===== src/sv/slcfc_pkg.sv =====
// shared types and constants for the sync/length/checksum frame checker
package slcfc_pkg;

    localparam int unsigned BYTE_W = 8;
    localparam logic [BYTE_W-1:0] SYNC_RESET = 8'hAA;
    localparam logic [BYTE_W-1:0] TARGET_RESET = 8'hFF;
    localparam logic [BYTE_W-1:0] HEADER_LEN = 8'd3;
    localparam logic [BYTE_W-1:0] MIN_FRAME_LEN = 8'd4;

    // configuration register indexes
    localparam logic CFG_SYNC_BYTE = 1'b0;
    localparam logic CFG_CHECK_TARGET = 1'b1;

    typedef enum logic [1:0] {
        VERDICT_OK    = 2'd0,
        VERDICT_BAD   = 2'd1,
        VERDICT_TRUNC = 2'd2
    } verdict_t;

    typedef enum logic [2:0] {
        PH_SYNC1  = 3'd0,
        PH_SYNC2  = 3'd1,
        PH_LEN    = 3'd2,
        PH_BODY   = 3'd3,
        PH_IGNORE = 3'd4
    } phase_t;

    typedef struct packed {
        logic [BYTE_W-1:0] rx_byte;
        logic              buf_last;
    } in_beat_t;

    typedef struct packed {
        logic              valid;
        logic [BYTE_W-1:0] body_byte;
        logic [BYTE_W-1:0] body_index;
        logic              body_last;
        verdict_t          verdict;
    } result_t;

endpackage


===== src/sv/slcfc_core.sv =====
// frame tracking state machine: header match, body counting and checksum
module slcfc_core (
    input  logic                          aclk,
    input  logic                          aresetn,
    input  logic                          fire,
    input  slcfc_pkg::in_beat_t           beat,
    input  logic [slcfc_pkg::BYTE_W-1:0]  sync_byte,
    input  logic [slcfc_pkg::BYTE_W-1:0]  check_target,
    output slcfc_pkg::result_t            result
);
    import slcfc_pkg::*;

    phase_t            phase_reg, phase_next;
    logic [BYTE_W-1:0] remain_reg, remain_next;
    logic [BYTE_W-1:0] sum_reg, sum_next;
    logic [BYTE_W-1:0] pos_reg, pos_next;
    logic [BYTE_W-1:0] remain_dec;
    logic [BYTE_W-1:0] sum_add;

    assign remain_dec = remain_reg - 8'd1;
    assign sum_add = sum_reg + beat.rx_byte;

    // next state
    always_comb begin
        phase_next = phase_reg;
        unique case (phase_reg)
            PH_SYNC1: phase_next = (beat.rx_byte == sync_byte) ? PH_SYNC2 : PH_IGNORE;
            PH_SYNC2: phase_next = (beat.rx_byte == sync_byte) ? PH_LEN : PH_IGNORE;
            PH_LEN:   phase_next = (beat.rx_byte < MIN_FRAME_LEN) ? PH_IGNORE : PH_BODY;
            PH_BODY:  phase_next = (remain_dec == '0) ? PH_IGNORE : PH_BODY;
            default:  phase_next = PH_IGNORE;
        endcase
        // end of buffer always restarts the header search
        if (beat.buf_last) begin
            phase_next = PH_SYNC1;
        end
    end

    // datapath and result
    always_comb begin
        remain_next = remain_reg;
        sum_next = sum_reg;
        pos_next = pos_reg;
        result = '0;
        result.verdict = VERDICT_OK;
        unique case (phase_reg)
            PH_LEN: begin
                if (beat.rx_byte >= MIN_FRAME_LEN) begin
                    remain_next = beat.rx_byte - HEADER_LEN;
                    sum_next = '0;
                    pos_next = '0;
                end
            end
            PH_BODY: begin
                remain_next = remain_dec;
                sum_next = sum_add;
                pos_next = pos_reg + 8'd1;
                result.valid = 1'b1;
                result.body_byte = beat.rx_byte;
                result.body_index = pos_reg;
                if (remain_dec == '0) begin
                    result.body_last = 1'b1;
                    result.verdict = (sum_add == check_target) ? VERDICT_OK : VERDICT_BAD;
                end else if (beat.buf_last) begin
                    result.body_last = 1'b1;
                    result.verdict = VERDICT_TRUNC;
                end
            end
            default: begin
            end
        endcase
    end

    always_ff @(posedge aclk) begin
        if (!aresetn) begin
            phase_reg <= PH_SYNC1;
            remain_reg <= '0;
            sum_reg <= '0;
            pos_reg <= '0;
        end else if (fire) begin
            phase_reg <= phase_next;
            remain_reg <= remain_next;
            sum_reg <= sum_next;
            pos_reg <= pos_next;
        end
    end

endmodule


===== config.mk =====
export PLATFORM = sky130hd
export DESIGN_NAME = slcfc_core
export DESIGN_NICKNAME = d
export VERILOG_FILES = /design/src/sv/slcfc_pkg.sv /design/src/sv/slcfc_core.sv
export SDC_FILE = /design/constraint.sdc
export NUM_CORES = 1
export LEC_CHECK = 0
export ABC_CLOCK_PERIOD_IN_PS = 5150
export BUFFER_PORTS_ARGS = -buffer_cell sky130_fd_sc_hd__buf_2
export CAP_MARGIN = 0
export CORE_MARGIN = 4
export CORE_UTILIZATION = 59
export DETAILED_ROUTE_END_ITERATION = 10
export GPL_TIMING_DRIVEN = 0
export PLACE_DENSITY = 0.89
export SLEW_MARGIN = 20
export SYNTH_ARGS = -nofsm -noshare
export SYNTH_HDL_FRONTEND = slang
export SYNTH_SLANG_ARGS = --single-unit

===== constraint.sdc =====
create_clock -name aclk -period 5.15 [get_ports aclk]
set_input_delay 1.03 -clock aclk [delete_from_list [all_inputs] [get_ports aclk]]
set_output_delay 1.03 -clock aclk [all_outputs]
set_load 0.01 [all_outputs]

==> reports/metrics.cfg <==
[drt]
via_count = 2307
dr.pass1.iters = 4
drtIter0Drc = 207
wl_per_cell_um = 15.2
routed_wl_mm = 5.84
vias_per_cell = 6.01
drc_errors = 0
drtAntennaViolNets = 0

[cts]
clock_tree.root_cell = clkbuf_8
cts_tree = done
cts_hold_buf = 0
cts_htree_levels = 1
clock-sinks = 27
post_cts_buffers = 0
numCtsBuffers = 3
path_clk_slew_ns = 0.11
insertion_delay_ns = 0.29
cts_max_path_buffers = 2
ctsResizeCount = 0

[cells_and_area]
synthToLayoutAreaGrowth_pct = 14.8
final_core_util_pct = 73.0
layout.nets = 380
mostFrequentLayoutCells = 44 x buf_2, 33 x nor2_1, 27 x dfxtp_1, 26 x xor2_1, 19 x a21oi_1
multi_input_area_mm2 = 0.00156
ff_latch_area_um2 = 541
final_common_cell = buf_2
final.fill_count = 304
drive_above_1_share_pct = 15.7
antennaDiodeCount = 0

[logic_synthesis]
synth_seq_cells = 27
synthFlopType = dfxtp_1
synthArstFlopShare_pct = 0
syn_inst = 290
ys_seq_area_share_pct = 24.5
yosysWarnings = 0
syn_area_mm2 = 0.00221
synth_cell_type_count = 49
avgSynthCellArea_um2 = 7.61
syn_nets = 331
synth_edf_count = 0

[critical_path]
arrival_ns = 3.42
crit_path_end_kind = output pin
critical_path.max_stage_delay_ns = 0.43
start_kind = primary input
timing.rr.start = remain_reg[0]
path_max_fanout = 8
setup.worst_path.class = primary input to output pin
critPathMostFrequentCell = buf_2
r2r-end = phase_reg[2]
path_delay_family = compound AO/OA/AOI/OAI gates
cp_num_buf_inv = 3
critPathSlowestCell = o41a_1
crit_required_ns = 4.12
reg2reg_slack_ns = 2.99
worstRegToRegCells = 8
path_cells = buf_2 -> ha_1 -> inv_1 -> fa_1 -> nand2b_1 -> a21oi_1 -> nor4_1 -> a311oi_1 -> nand4_1 -> o41a_1 -> buf_2

[sta]
tightest_slew_ns = 0.542
drv_slew = 0
setup-tns-final_ns = 0
slew_headroom_pct = 63.7
grt_setup_unrepaired = false
fmax_mhz = 225
period_needed_ns = 4.45
final-hold-violation-count = 0
holdWs_ns = 0.536
finalClockSkew_ns = 0.0122
period_share_pct = 86.4
setup_violations = 0
setup_ws_ns = 0.699

[global_routing]
gr-total-overflow = 0
use_met1_pct = 33.5
grt_pass1_wl_mm = 10.0
grtUsageTotal_pct = 24.6
use_met2_pct = 39.9
antenna_found_initial = 0
grt_max_degree = 17
grt_pass1_vias = 2178
grt_busiest_layer = met2
use_met3_pct = 3.78

[floorplan]
die_w_um = 69.1
rows = 21
dieArea_mm2 = 0.00478
ios = 48
coreArea_mm2 = 0.00347
die_y_um = 69.1
initial_core_util_pct = 63.6

[placed_design]
preCtsSetupSlack_ns = 0.730
gp_congestion = 0.924
hpwl_mm = 4.37
port_buffers = 44

[power_and_ir_drop]
totalPowerFinal_w = 0.000406
p_per_area_mw_per_mm2 = 160
leakagePower_nw = 1.06
ir_drop_mv = 0.114

[worst_hold_path]
hold_start = pos_reg[7]
min_path_type = flip-flop to flip-flop
hold_end = pos_reg[7]
hold_depth = 2

[flow_run]
maxCapViolCount = 0

[run_status]
status = completed

## worst max path at each step
stage	startpoint	end	slack, ns	cells past startpoint
after floorplan	beat[1]	result[0]	1.26	9
after global placement	beat[1]	result[0]	0.73	11
after detailed placement	beat[1]	result[0]	0.73	11
after CTS	beat[1]	result[0]	0.72	11
after global routing	beat[1]	result[0]	0.43	11
final	beat[1]	result[0]	0.70	11
## stage by stage
stage	std cells	cell area [um2]
5_1_grt	384	2530
4_1_cts	384	2530
3_3_place_gp	380	2480
6_report	384	2530
3_5_place_dp	380	2480
2_1_floorplan	290	2210
## synthesized netlist by cell type (4+ instances only)
library cell  count  share of area, %
and3_1            4               1.1
o22ai_1           4               1.1
nand4_1           6               1.7
dfxtp_1          27                25
nand2_1          14               2.4
nor3_1            8               1.8
ha_1             12               6.8
inv_1            13               2.2
a21oi_1          19               4.3
and2_1           16               4.5
nor2b_1           7               2.0
or3_1             4               1.1
clkbuf_1         15               2.6
o21ai_0          14               3.2
xor2_1           26                10
o21a_1            4               1.4
nor2_1           33               5.6
xnor2_1           9               3.6
nand3_1           6               1.4
a22oi_1           6               2.0
## worst register-to-register path: stages (launching register included)
cell and delay (ns):
dfxtp_1 0.40, inv_1 0.09, ha_1 0.30, nand2_1 0.09, o31ai_1 0.19, a22oi_1 0.12, or4_4 0.58, nor2_2 0.17
o311a_1 0.18
## metal layers
metal  part of all wire [%]  wire length, um
met5                      0                0
met4                    1.5               87
met3                    7.3              427
met2                     47             2730
met1                     44             2600
## where the power goes
part	internal (W)	leakage [nW]	total (W)	switching, W
clock network	0.0000552	0.0217	0.000128	0.0000732
registers	0.000209	0.218	0.000210	0.000000733
logic	0.0000284	0.818	0.0000679	0.0000395
total	0.000293	1.06	0.000406	0.000113
## final cells by class
cell class / count / share of cell area (%)
Multi-Input combinational cell: 234 / 61.5
Clock buffer: 3 / 1.63
Timing Repair Buffer: 44 / 8.70
Tap cell: 46 / 2.27
Inverter: 14 / 2.08
Clock inverter: 1 / 0.296
Buffer: 15 / 2.22
Sequential cell: 27 / 21.3
## cells by family after synthesis
| family | count (synthesis) | synth area share, % |
|---|---|---|
| and+or+nand+nor | 112 | 26.8 |
| AOI/OAI and AO/OA | 73 | 21.7 |
| xor gates and xnor gates | 35 | 13.9 |
| buffers and inverters | 29 | 4.93 |
| DFF | 27 | 24.5 |
| adders and majority gates | 13 | 7.71 |
| muxes | 1 | 0.510 |
Power figures use the tool's default switching activity.
